[config.mk]
export PLATFORM = sky130hd
export DESIGN_NAME = adaptive_bandwidth_limiter
export DESIGN_NICKNAME = d
export VERILOG_FILES = /design/src/sv/abl_pkg.sv /design/src/sv/adaptive_bandwidth_limiter.sv /design/src/sv/abl_div.sv
export SDC_FILE = /design/constraint.sdc
export NUM_CORES = 2
export LEC_CHECK = 0
export ABC_AREA = 1
export BUFFER_PORTS_ARGS = -buffer_cell sky130_fd_sc_hd__buf_2
export CORE_MARGIN = 3
export CORE_UTILIZATION = 28
export DETAILED_ROUTE_END_ITERATION = 6
export GPL_TIMING_DRIVEN = 1
export HOLD_SLACK_MARGIN = 0.08
export PLACE_DENSITY_LB_ADDON = 0.15
export SYNTH_ARGS = -nofsm -noshare
export SYNTH_HDL_FRONTEND = slang
export SYNTH_SLANG_ARGS = --single-unit
[constraint.sdc]
create_clock -name clock -period 6.1 [get_ports clock]
set_input_delay 0.305 -clock clock [delete_from_list [all_inputs] [get_ports clock]]
set_output_delay 0.305 -clock clock [all_outputs]
set_load 0.1 [all_outputs]
[src/sv/abl_pkg.sv]
// Package for the adaptive bandwidth limiter.
// Holds the field widths, the threshold limits and the time constants.
// Used by abl_div and adaptive_bandwidth_limiter.
package abl_pkg;

   localparam int AMOUNT_WIDTH = 24;
   localparam int NOW_WIDTH    = 48;
   localparam int WAIT_WIDTH   = 32;
   localparam int THR_WIDTH    = 16;
   localparam int RATE_WIDTH   = 32;
   localparam int COUNT_WIDTH  = 32;
   localparam int USEC_WIDTH   = 20;
   localparam int PROD_WIDTH   = COUNT_WIDTH + USEC_WIDTH;
   localparam int DIV_CNT_WIDTH = $clog2(PROD_WIDTH);

   localparam logic [USEC_WIDTH-1:0]  US_PER_SEC    = USEC_WIDTH'(1000000);
   localparam logic [USEC_WIDTH-1:0]  SHORT_WAIT_US = USEC_WIDTH'(100);
   localparam logic [THR_WIDTH-1:0]   THRESH_RESET  = THR_WIDTH'(16384);
   localparam logic [THR_WIDTH-1:0]   THRESH_MIN    = THR_WIDTH'(2048);
   localparam logic [THR_WIDTH-1:0]   THRESH_MAX    = THR_WIDTH'(32768);
   localparam logic [RATE_WIDTH-1:0]  RATE_RESET    = RATE_WIDTH'(1048576);

endpackage

[src/sv/adaptive_bandwidth_limiter.sv]
// Top level of the adaptive bandwidth limiter: sequencer, state and result register.
// Instantiates abl_div and depends on abl_pkg.
//
//   Channel  Direction  Beat contents
//   req_     in         tdata = amount[23:0], now_us[71:24]
//   rsp_     out        tdata = wait_us[31:0], threshold_now[47:32]
//   csr_     in         data = rate_bytes_per_sec[31:0]
//
// An item that reaches the threshold with a nonzero elapsed time passes through the
// serial divider, which produces one quotient bit per cycle over 52 bits, before its
// result is formed. A zero amount or the first item goes from the accumulate step
// straight to the emit step, and any other item also passes the compare step.
// req_tready is high only while the sequencer is idle.
// A stalled rsp_ side holds the finished result, and the sequencer waits in its
// last step until the result register is free. Reset is synchronous and needs
// no clearing pass.
module adaptive_bandwidth_limiter
   import abl_pkg::*;
#(
   parameter int TIME_WIDTH = 48
)
(
   input  logic        clock,
   input  logic        reset,
   input  logic        req_tvalid,
   output logic        req_tready,
   input  logic [71:0] req_tdata,   // amount, now_us
   output logic        rsp_tvalid,
   input  logic        rsp_tready,
   output logic [47:0] rsp_tdata,   // wait_us, threshold_now
   input  logic        csr_valid,
   output logic        csr_ready,
   input  logic [31:0] csr_data
);

   localparam int AW = ((TIME_WIDTH > PROD_WIDTH) ? TIME_WIDTH : PROD_WIDTH) + 1;

   localparam logic [2:0] ST_IDLE  = 3'd0;
   localparam logic [2:0] ST_ACC   = 3'd1;
   localparam logic [2:0] ST_CMP   = 3'd2;
   localparam logic [2:0] ST_START = 3'd3;
   localparam logic [2:0] ST_DIV   = 3'd4;
   localparam logic [2:0] ST_WAIT  = 3'd5;
   localparam logic [2:0] ST_ADAPT = 3'd6;
   localparam logic [2:0] ST_EMIT  = 3'd7;

   logic [2:0]              state_ff, state_in;
   logic [RATE_WIDTH-1:0]   rate_ff, rate_in;
   logic                    started_ff, started_in;
   logic [TIME_WIDTH-1:0]   ws_ff, ws_in;
   logic [COUNT_WIDTH-1:0]  count_ff, count_in;
   logic [THR_WIDTH-1:0]    thr_ff, thr_in;
   logic [AMOUNT_WIDTH-1:0] amount_ff, amount_in;
   logic [TIME_WIDTH-1:0]   now_ff, now_in;
   logic [TIME_WIDTH:0]     diff_ff, diff_in;
   logic [TIME_WIDTH-1:0]   mag_ff, mag_in;
   logic [AW-1:0]           wait_ff, wait_in;
   logic [WAIT_WIDTH-1:0]   res_ff, res_in;
   logic                    rsp_tvalid_ff, rsp_tvalid_in;
   logic [47:0]             rsp_tdata_ff, rsp_tdata_in;

   logic                    div_start;
   logic                    div_done;
   logic [PROD_WIDTH-1:0]   product;
   logic [PROD_WIDTH-1:0]   allowed;
   logic [RATE_WIDTH-1:0]   divisor;
   logic [COUNT_WIDTH:0]    sum;
   logic [AW-1:0]           sub;
   logic [WAIT_WIDTH-1:0]   wait_sat;
   logic                    out_free;

   assign product   = PROD_WIDTH'(US_PER_SEC) * PROD_WIDTH'(count_ff);
   assign divisor   = (rate_ff == '0) ? RATE_WIDTH'(1) : rate_ff;
   assign div_start = (state_ff == ST_START);

   abl_div u_div (
      .clock    (clock),
      .reset    (reset),
      .start    (div_start),
      .dividend (product),
      .divisor  (divisor),
      .done     (div_done),
      .quotient (allowed)
   );

   assign sum      = {1'b0, count_ff} + (COUNT_WIDTH + 1)'(amount_ff);
   assign sub      = AW'(allowed) - AW'(mag_ff);
   assign wait_sat = (|wait_ff[AW-1:WAIT_WIDTH]) ? '1 : wait_ff[WAIT_WIDTH-1:0];
   assign out_free = !rsp_tvalid_ff || rsp_tready;

   assign req_tready = (state_ff == ST_IDLE);
   assign csr_ready  = 1'b1;

   always_comb begin
      state_in      = state_ff;
      rate_in       = rate_ff;
      started_in    = started_ff;
      ws_in         = ws_ff;
      count_in      = count_ff;
      thr_in        = thr_ff;
      amount_in     = amount_ff;
      now_in        = now_ff;
      diff_in       = diff_ff;
      mag_in        = mag_ff;
      wait_in       = wait_ff;
      res_in        = res_ff;
      rsp_tvalid_in = rsp_tvalid_ff;
      rsp_tdata_in  = rsp_tdata_ff;

      if (rsp_tvalid_ff && rsp_tready) begin
         rsp_tvalid_in = 1'b0;
      end
      if (csr_valid) begin
         rate_in = csr_data;
      end

      case (state_ff)
         ST_IDLE: begin
            if (req_tvalid) begin
               amount_in = req_tdata[AMOUNT_WIDTH-1:0];
               now_in    = TIME_WIDTH'(req_tdata[AMOUNT_WIDTH +: NOW_WIDTH]);
               state_in  = ST_ACC;
            end
         end
         ST_ACC: begin
            res_in = '0;
            if (amount_ff == '0) begin
               state_in = ST_EMIT;
            end else if (!started_ff) begin
               started_in = 1'b1;
               ws_in      = now_ff;
               state_in   = ST_EMIT;
            end else begin
               count_in = sum[COUNT_WIDTH] ? '1 : sum[COUNT_WIDTH-1:0];
               diff_in  = {1'b0, now_ff} - {1'b0, ws_ff};
               state_in = ST_CMP;
            end
         end
         ST_CMP: begin
            if (count_ff >= COUNT_WIDTH'(thr_ff) && diff_ff != '0) begin
               mag_in   = diff_ff[TIME_WIDTH] ? (~diff_ff[TIME_WIDTH-1:0] + TIME_WIDTH'(1))
                                              : diff_ff[TIME_WIDTH-1:0];
               state_in = ST_START;
            end else begin
               state_in = ST_EMIT;
            end
         end
         ST_START: begin
            state_in = ST_DIV;
         end
         ST_DIV: begin
            if (div_done) begin
               state_in = ST_WAIT;
            end
         end
         ST_WAIT: begin
            if (diff_ff[TIME_WIDTH]) begin
               wait_in = AW'(allowed) + AW'(mag_ff);
            end else begin
               wait_in = sub[AW-1] ? '0 : sub;
            end
            state_in = ST_ADAPT;
         end
         ST_ADAPT: begin
            if (wait_ff >= AW'(US_PER_SEC)) begin
               thr_in = (thr_ff <= (THRESH_MIN << 1)) ? THRESH_MIN : (thr_ff >> 1);
            end else if (wait_ff != '0 && wait_ff < AW'(SHORT_WAIT_US)) begin
               thr_in = (thr_ff >= (THRESH_MAX >> 1)) ? THRESH_MAX : (thr_ff << 1);
            end
            res_in   = wait_sat;
            count_in = '0;
            ws_in    = now_ff + TIME_WIDTH'(wait_sat);
            state_in = ST_EMIT;
         end
         ST_EMIT: begin
            if (out_free) begin
               rsp_tvalid_in = 1'b1;
               rsp_tdata_in  = {thr_ff, res_ff};
               state_in      = ST_IDLE;
            end
         end
         default: begin
            state_in = ST_IDLE;
         end
      endcase
   end

   always_ff @(posedge clock) begin
      if (reset) begin
         state_ff      <= ST_IDLE;
         rate_ff       <= RATE_RESET;
         started_ff    <= 1'b0;
         ws_ff         <= '0;
         count_ff      <= '0;
         thr_ff        <= THRESH_RESET;
         rsp_tvalid_ff <= 1'b0;
      end else begin
         state_ff      <= state_in;
         rate_ff       <= rate_in;
         started_ff    <= started_in;
         ws_ff         <= ws_in;
         count_ff      <= count_in;
         thr_ff        <= thr_in;
         rsp_tvalid_ff <= rsp_tvalid_in;
      end
      amount_ff    <= amount_in;
      now_ff       <= now_in;
      diff_ff      <= diff_in;
      mag_ff       <= mag_in;
      wait_ff      <= wait_in;
      res_ff       <= res_in;
      rsp_tdata_ff <= rsp_tdata_in;
   end

   assign rsp_tvalid = rsp_tvalid_ff;
   assign rsp_tdata  = rsp_tdata_ff;

endmodule

[src/sv/abl_div.sv]
// Restoring serial divider of the adaptive bandwidth limiter.
// Divides the byte-time product by the rate, one quotient bit per cycle.
// Depends on abl_pkg.
module abl_div
   import abl_pkg::*;
(
   input  logic                  clock,
   input  logic                  reset,
   input  logic                  start,
   input  logic [PROD_WIDTH-1:0] dividend,
   input  logic [RATE_WIDTH-1:0] divisor,
   output logic                  done,
   output logic [PROD_WIDTH-1:0] quotient
);

   logic                     busy_ff, busy_in;
   logic                     done_ff, done_in;
   logic [DIV_CNT_WIDTH-1:0] cnt_ff, cnt_in;
   logic [PROD_WIDTH-1:0]    quo_ff, quo_in;
   logic [RATE_WIDTH-1:0]    rem_ff, rem_in;
   logic [RATE_WIDTH-1:0]    dsr_ff, dsr_in;
   logic [RATE_WIDTH:0]      trial;
   logic [RATE_WIDTH:0]      diff;
   logic                     fits;

   assign trial = {rem_ff, quo_ff[PROD_WIDTH-1]};
   assign diff  = trial - {1'b0, dsr_ff};
   assign fits  = trial >= {1'b0, dsr_ff};

   always_comb begin
      busy_in = busy_ff;
      done_in = 1'b0;
      cnt_in  = cnt_ff;
      quo_in  = quo_ff;
      rem_in  = rem_ff;
      dsr_in  = dsr_ff;
      if (start) begin
         busy_in = 1'b1;
         cnt_in  = '0;
         quo_in  = dividend;
         rem_in  = '0;
         dsr_in  = divisor;
      end else if (busy_ff) begin
         quo_in = {quo_ff[PROD_WIDTH-2:0], fits};
         rem_in = fits ? diff[RATE_WIDTH-1:0] : trial[RATE_WIDTH-1:0];
         cnt_in = cnt_ff + DIV_CNT_WIDTH'(1);
         if (cnt_ff == DIV_CNT_WIDTH'(PROD_WIDTH - 1)) begin
            busy_in = 1'b0;
            done_in = 1'b1;
         end
      end
   end

   always_ff @(posedge clock) begin
      if (reset) begin
         busy_ff <= 1'b0;
         done_ff <= 1'b0;
         cnt_ff  <= '0;
      end else begin
         busy_ff <= busy_in;
         done_ff <= done_in;
         cnt_ff  <= cnt_in;
      end
      quo_ff <= quo_in;
      rem_ff <= rem_in;
      dsr_ff <= dsr_in;
   end

   assign done     = done_ff;
   assign quotient = quo_ff;

endmodule
* Word-level counts from Yosys, hierarchy flattened
Index checks and enable logic that the tools add are counted.
** Storage, ports and cells
- Bits of input ports :: 109
- Output and inout bits :: 51
- Logic and storage cells :: 111
- Bits in registers :: 559
** Cells by class
- Reductions and logical operators :: 25
- Add/sub/neg operators :: 8
- Mux-type cells :: 33
- Order comparisons :: 6
- Equality and inequality tests :: 14
- $mul :: 1
- Bitwise logic cells :: 3
** Operators with widths (count)
- $mux 32 :: 5
- $mux 52 :: 3
- $mux 48 :: 3
- $pmux 32 s2 :: 2
- $pmux 48 s2 :: 1
- $add 52x48->53 :: 1
- $ge 53x20->1 const B :: 1
- $lt 53x7->1 const B :: 1
- $mux 53 :: 1
- $reduce_bool 53->1 :: 1
- $sub 52x48->53 :: 1
- $reduce_bool 49->1 :: 1
- $sub 48x48->49 :: 1
- $add 48x1->48 const B :: 1
- $add 48x32->48 :: 1
- $mux 16 :: 3
- $not 48->48 :: 1
- $mul 14x32->46 const A :: 1
- $add 32x24->33 :: 1
- $ge 33x32->1 :: 1
- $ge 32x16->1 :: 1
- $logic_not 32->1 :: 1
- $sub 32x32->32 :: 1
- $logic_not 24->1 :: 1
- 24 further kinds :: 55

* Longest topological paths before layout
- Depth in word-level cells :: 5
- Gate-level depth with buffers :: 22
- Depth with buffers taken out :: 22

* By module
A second synthesis with hierarchy kept.
** Unflattened totals
- Cell total of the unflattened synthesis :: 7053
- Area total of the unflattened synthesis :: 49565.0 um2
** By module, submodules not included
- adaptive_bandwidth_limiter :: area an instance 41827.6 um2, cells an instance 5976, times used 1, seq. area each 11731.3 um2
- abl_div :: area an instance 7737.4 um2, cells an instance 1077, times used 1, seq. area each 3323.2 um2

* Worst setup path after synthesis
Ideal clock, no wire load.
- Path kind :: register to register
- Start :: reg count_ff[0]
- End :: reg mag_ff[0], enable pin
- Required time :: 5.527 ns
- Clock period less this slack :: 6.450 ns
- Stages on the path, launching flop included :: 14
- Setup time :: 0.573 ns
- Path buffers :: 0
- Arrival time :: 5.877 ns
- Path slack :: -0.350 ns
- Cells stage by stage :: dfxtp_1 -> inv_1 -> ha_1 -> o21bai_1 -> nand2_1 -> nand2_1 -> nand2_1 -> nand3_1 -> nand2_1 -> nand2_1 -> nand2_1 -> nand2_1 -> nand2_1 -> nor4_1
** On the way
- Word-level cells in the longest chain between the ends :: 3
** Ends and longest elaborated chain
- start: declaration :: line adaptive_bandwidth_limiter.sv:51 : logic [COUNT_WIDTH-1:0] count_ff, count_in;
- start signal: assignment :: line adaptive_bandwidth_limiter.sv:202 : count_ff <= count_in;
- $ge 32x16->1 :: line adaptive_bandwidth_limiter.sv:140 : if (count_ff >= COUNT_WIDTH'(thr_ff) && diff_ff != '0) begin
- $logic_and 1x1->1 :: line adaptive_bandwidth_limiter.sv:140
- $reduce_and 2->1 (no line)
- end signal: assignment :: line adaptive_bandwidth_limiter.sv:209 : mag_ff <= mag_in;
- end: declaration :: line adaptive_bandwidth_limiter.sv:56 : logic [TIME_WIDTH-1:0] mag_ff, mag_in;
No other way between the ends.
A chain may end at the register's enable or synchronous reset.

* Worst setup path after layout
- Start :: reg count_ff[19]
- End :: reg u_div.quo_ff[44] (netlist: u_div.quotient[44]), data pin
** On the way
- Word-level cells in the longest chain between the ends :: 2
** Ends and longest elaborated chain
- $mul 14x32->46 :: line adaptive_bandwidth_limiter.sv:72 : assign product = PROD_WIDTH'(US_PER_SEC) * PROD_WIDTH'(count_ff);
- $mux 52 :: line abl_div.sv:37 : if (start) begin
- named net u_div.quo_in[44] :: line abl_div.sv:19 : logic [PROD_WIDTH-1:0] quo_ff, quo_in;
- end signal: assignment :: line abl_div.sv:64 : quo_ff <= quo_in;
- end: declaration :: line abl_div.sv:19
The timed path passes the listed nets, and every way through them passes these cells.

==> results.cfg <==
[power]
swShare = 0.475
p_per_area_nw_per_um2 = 376
irDropWorstVdd_uv = 408
p_sw_uw = 10100
intPower_uw = 11100
leakagePower_uw = 0.0262
combPwrFrac = 0.495
seq_power_share = 0.282
power.share.clock = 0.223

[worst_setup_path]
cp_cell_sequence = inv_1 -> fa_1 -> fa_1 -> inv_1 -> fa_1 -> fa_1 -> ha_1 -> inv_1 -> fa_1 -> inv_1 -> ha_1 -> inv_1 -> o21bai_1 -> a21oi_1 -> o21ai_0 -> nor2_1 -> nand3_1 -> nand2_1 -> nand2_1 -> o21ai_0
critical-path-top-delay-family = adder cells
critPathMaxFanout = 5
cp_slowest_cell = fa_1
arrival_ps = 6250
path_buf_inv = 5
crit_type = reg2reg
cp_slowest_stage_delay_ps = 560
crit_path_start_kind = flip-flop
required_ps = 6570
worstSetupEndpointType = flip-flop

[logic_synthesis]
yosysSeqAreaShare = 0.306
synthCells = 6907
ys_ff_latch = 559
synthFlopType = edfxtp_1
synth.cell_area_um2 = 49100
async_flop_share = 0
syn_nets = 7578
syn_area_per_cell_um2 = 7.10
synth_edf_count = 380
synth_cell_types = 57
ys_warn_count = 0

[floorplan]
die_x_um = 425
pin_count = 160
core_area_um2 = 174000
dieArea_um2 = 180000
start_util = 0.282
die_h_um = 425
rows = 153

[global_route]
antenna_found_initial = 4
grt-ovfl-total = 0
grt_pass1_wl_um = 299000
grt_pass1_vias = 45800
grt_max_degree = 62
grt_usage = 0.223

[sta]
hold_violations = 0
period_needed_ps = 5780
period_share = 0.948
skew_ps = 96.7
setup_violations = 0
fmax_mhz = 173
rsz0062_at_grt = false
worstMarginPinSlew_ps = 1390
relSlewSlack = 0.0719
report.final.slew_viol_count = 0
whs_ps = 192
finalSetupTns_ps = 0

[place]
io_buffers = 158
place.gp.congestion = 1.02
dpl.hpwl_um = 171000

[outcome]
status = completed

[clock_tree]
cts_htree_levels = 3
clockBufferDepth = 3
ctsRootBufferMaster = clkbuf_16
clk_pin_slew_ps = 60
insertion_delay_ps = 730
clock_sinks = 559
cts_buffers = 76
tritoncts = built
cts_setup_buffers = 0

[drt]
first_pass_iters = 6
drt_drc_violations_left = 0
via_per_inst = 4.90
num_vias = 46800
drt_wl_total_um = 206000
drtAntennaViolNets = 0
avgRoutedWirePerCell_um = 21.6
drt_iter0_drc = 3690

[final_layout]
layout.nets = 7839
synthToLayoutAreaGrowth_pct = 15.0
layout-drive-gt1-share = 0.0639
utilization = 0.324

[flow_run]
cap_violations = 0

[hold_path]
hold_class = in2reg
==> power groups by stage <==
stage | Clock (µW) | Sequential, µW | Combinational (µW)
CTS | 4910 | 6000 | 10500
global placement | 0 | 6060 | 10400
finish | 4730 | 5970 | 10500
floorplan | 0 | 5800 | 6850
global route | 5030 | 6050 | 11700
detailed placement | 0 | 6070 | 10400
==> synth_stat cells (5+ instances only) <==
| cell type | n | share of area |
|---|---|---|
| a21oi_1 | 578 | 0.059 |
| nor2_2 | 9 | 0.0011 |
| a21boi_0 | 12 | 0.0018 |
| nand2_2 | 11 | 0.0014 |
| buf_4 | 10 | 0.0015 |
| nor3_1 | 78 | 0.0080 |
| a31oi_1 | 27 | 0.0034 |
| nand2_1 | 1702 | 0.13 |
| inv_1 | 1105 | 0.085 |
| nor2_1 | 705 | 0.054 |
| o211ai_1 | 11 | 0.0017 |
| clkbuf_1 | 89 | 0.0068 |
| xnor2_1 | 59 | 0.011 |
| o21ai_0 | 394 | 0.040 |
| or2_2 | 10 | 0.0013 |
| dfxtp_1 | 179 | 0.073 |
| fa_1 | 141 | 0.058 |
| nor4_1 | 34 | 0.0043 |
| nand3b_1 | 19 | 0.0029 |
| o21ai_1 | 24 | 0.0024 |
| o21ai_2 | 22 | 0.0039 |
| and3_1 | 6 | 0.00076 |
| nand4_1 | 107 | 0.014 |
| xor2_1 | 115 | 0.021 |
| ha_1 | 421 | 0.11 |
| o21bai_1 | 45 | 0.0069 |
| o21a_1 | 9 | 0.0014 |
| a21o_1 | 24 | 0.0037 |
| a22o_1 | 8 | 0.0014 |
| inv_2 | 14 | 0.0011 |
| nand3_1 | 439 | 0.045 |
| nor2_4 | 6 | 0.0014 |
| clkinv_1 | 5 | 0.00038 |
| buf_2 | 48 | 0.0049 |
| edfxtp_1 | 380 | 0.23 |
| a22oi_1 | 5 | 0.00076 |
| buf_1 | 13 | 0.00099 |
==> layer usage <==
metal,up-vias,GRT usage,share of wire
met2,1265,0.361,0.45
li1,23000,-,-
met1,22300,0.306,0.46
met3,274,0.0227,0.044
met4,2,0.0868,0.042
met5,-,0,0.000063
==> kinds of logic (layout without fill, tap and decap cells) <==
group / count (synthesis) / count (layout) / synth area share
buffers and inverters: 1293 / 1615 / 0.102
AO/OA/AOI/OAI: 1167 / 1167 / 0.128
XOR/XNOR: 174 / 174 / 0.0311
AND/OR/NAND/NOR: 3151 / 3151 / 0.268
flip-flops: 559 / 559 / 0.306
other: 1 / 2 / 0.0000764
adder cells (fa/ha/maj): 562 / 562 / 0.165
==> registers in the layout, summed over array words and instances, names as in the netlist, 24 cells and up <==
| signal | flops |
|---|---|
| u_div.quotient | 52 |
| u_div.rem_ff | 32 |
| mag_ff | 48 |
| ws_ff | 48 |
| rate_ff | 32 |
| u_div.dsr_ff | 32 |
| wait_ff | 53 |
| res_ff | 32 |
| amount_ff | 24 |
| diff_ff | 49 |
| count_ff | 32 |
| rsp_tdata | 48 |
| now_ff | 48 |
==> repair_timing <==
item | 4_1_cts | 5_1_grt
gates resized for setup | 0 | 0
hold buffers | 115 | 0
endpoints found under the hold margin | 111 | 0
==> worst paths after layout <==
kind / start / end / slack [ps] / cells after the start
worst max-delay path: count_ff[19]$_SDFFE_PP0P_ / u_div.quotient[44]$_DFFE_PP_ / 320 / 20
worst min-delay path: csr_valid / rate_ff[7]$_SDFFE_PP0P_ / 190 / 3
worst max register to register: count_ff[19]$_SDFFE_PP0P_ / u_div.quotient[44]$_DFFE_PP_ / 320 / 20
worst min register to register: rate_ff[6]$_SDFFE_PP0P_ / u_div.dsr_ff[6]$_SDFFCE_PN0P_ / 420 / 0
==> cell usage in the layout (no fill, tap or decap), types with 6 or more instances in the layout <==
cell,count
clkinvlp_4,9
o21ai_2,22
inv_2,16
buf_4,79
ha_1,421
nor3_1,77
nand3b_1,19
a22o_1,8
dfxtp_1,179
o21bai_1,45
a21o_1,24
o21ai_0,393
buf_2,158
dlygate4sd3_1,115
o21a_1,9
and3_1,6
o21ai_1,24
nand3_1,439
a21oi_1,578
nand2_2,11
xnor2_1,59
xor2_1,115
nor2_1,701
clkbuf_16,76
clkinv_2,14
o211ai_1,11
nand4_1,107
clkinv_1,11
nor2_2,9
or2_2,10
a21boi_0,12
fa_1,141
nor4_1,33
edfxtp_1,380
nor2_4,10
a31oi_1,27
bufinv_16,10
nand2_1,1702
inv_1,1104
==> through the flow <==
step | power, µW | instance area, µm² | setup slack [ps] | instances
5_1_grt | 22700 | 56400 | 33.0 | 9554
3_3_place_gp | 16500 | 52600 | 296 | 9300
2_1_floorplan | 12700 | 49100 | 986 | 6907
6_report | 21200 | 56500 | 320 | 9555
4_1_cts | 21400 | 56400 | 302 | 9554
3_5_place_dp | 16400 | 52600 | 307 | 9300
==> worst min-delay path, stage by stage <==
cell      delay [ps]
buf_2            170
clkinv_1         260
a21oi_1          100
==> final cells by class <==
type                       instances  area [µm²]
inverter                        1124        4220
clock buffer                      84        1960
antenna                            1        2.50
fill                           19000      118000
timing repair buffer             352        2530
tap                             2325        2910
sequential                       559       15000
multi-input combinational       5055       29100
clock inverter                    55         688
Power figures use the tool's default switching activity.
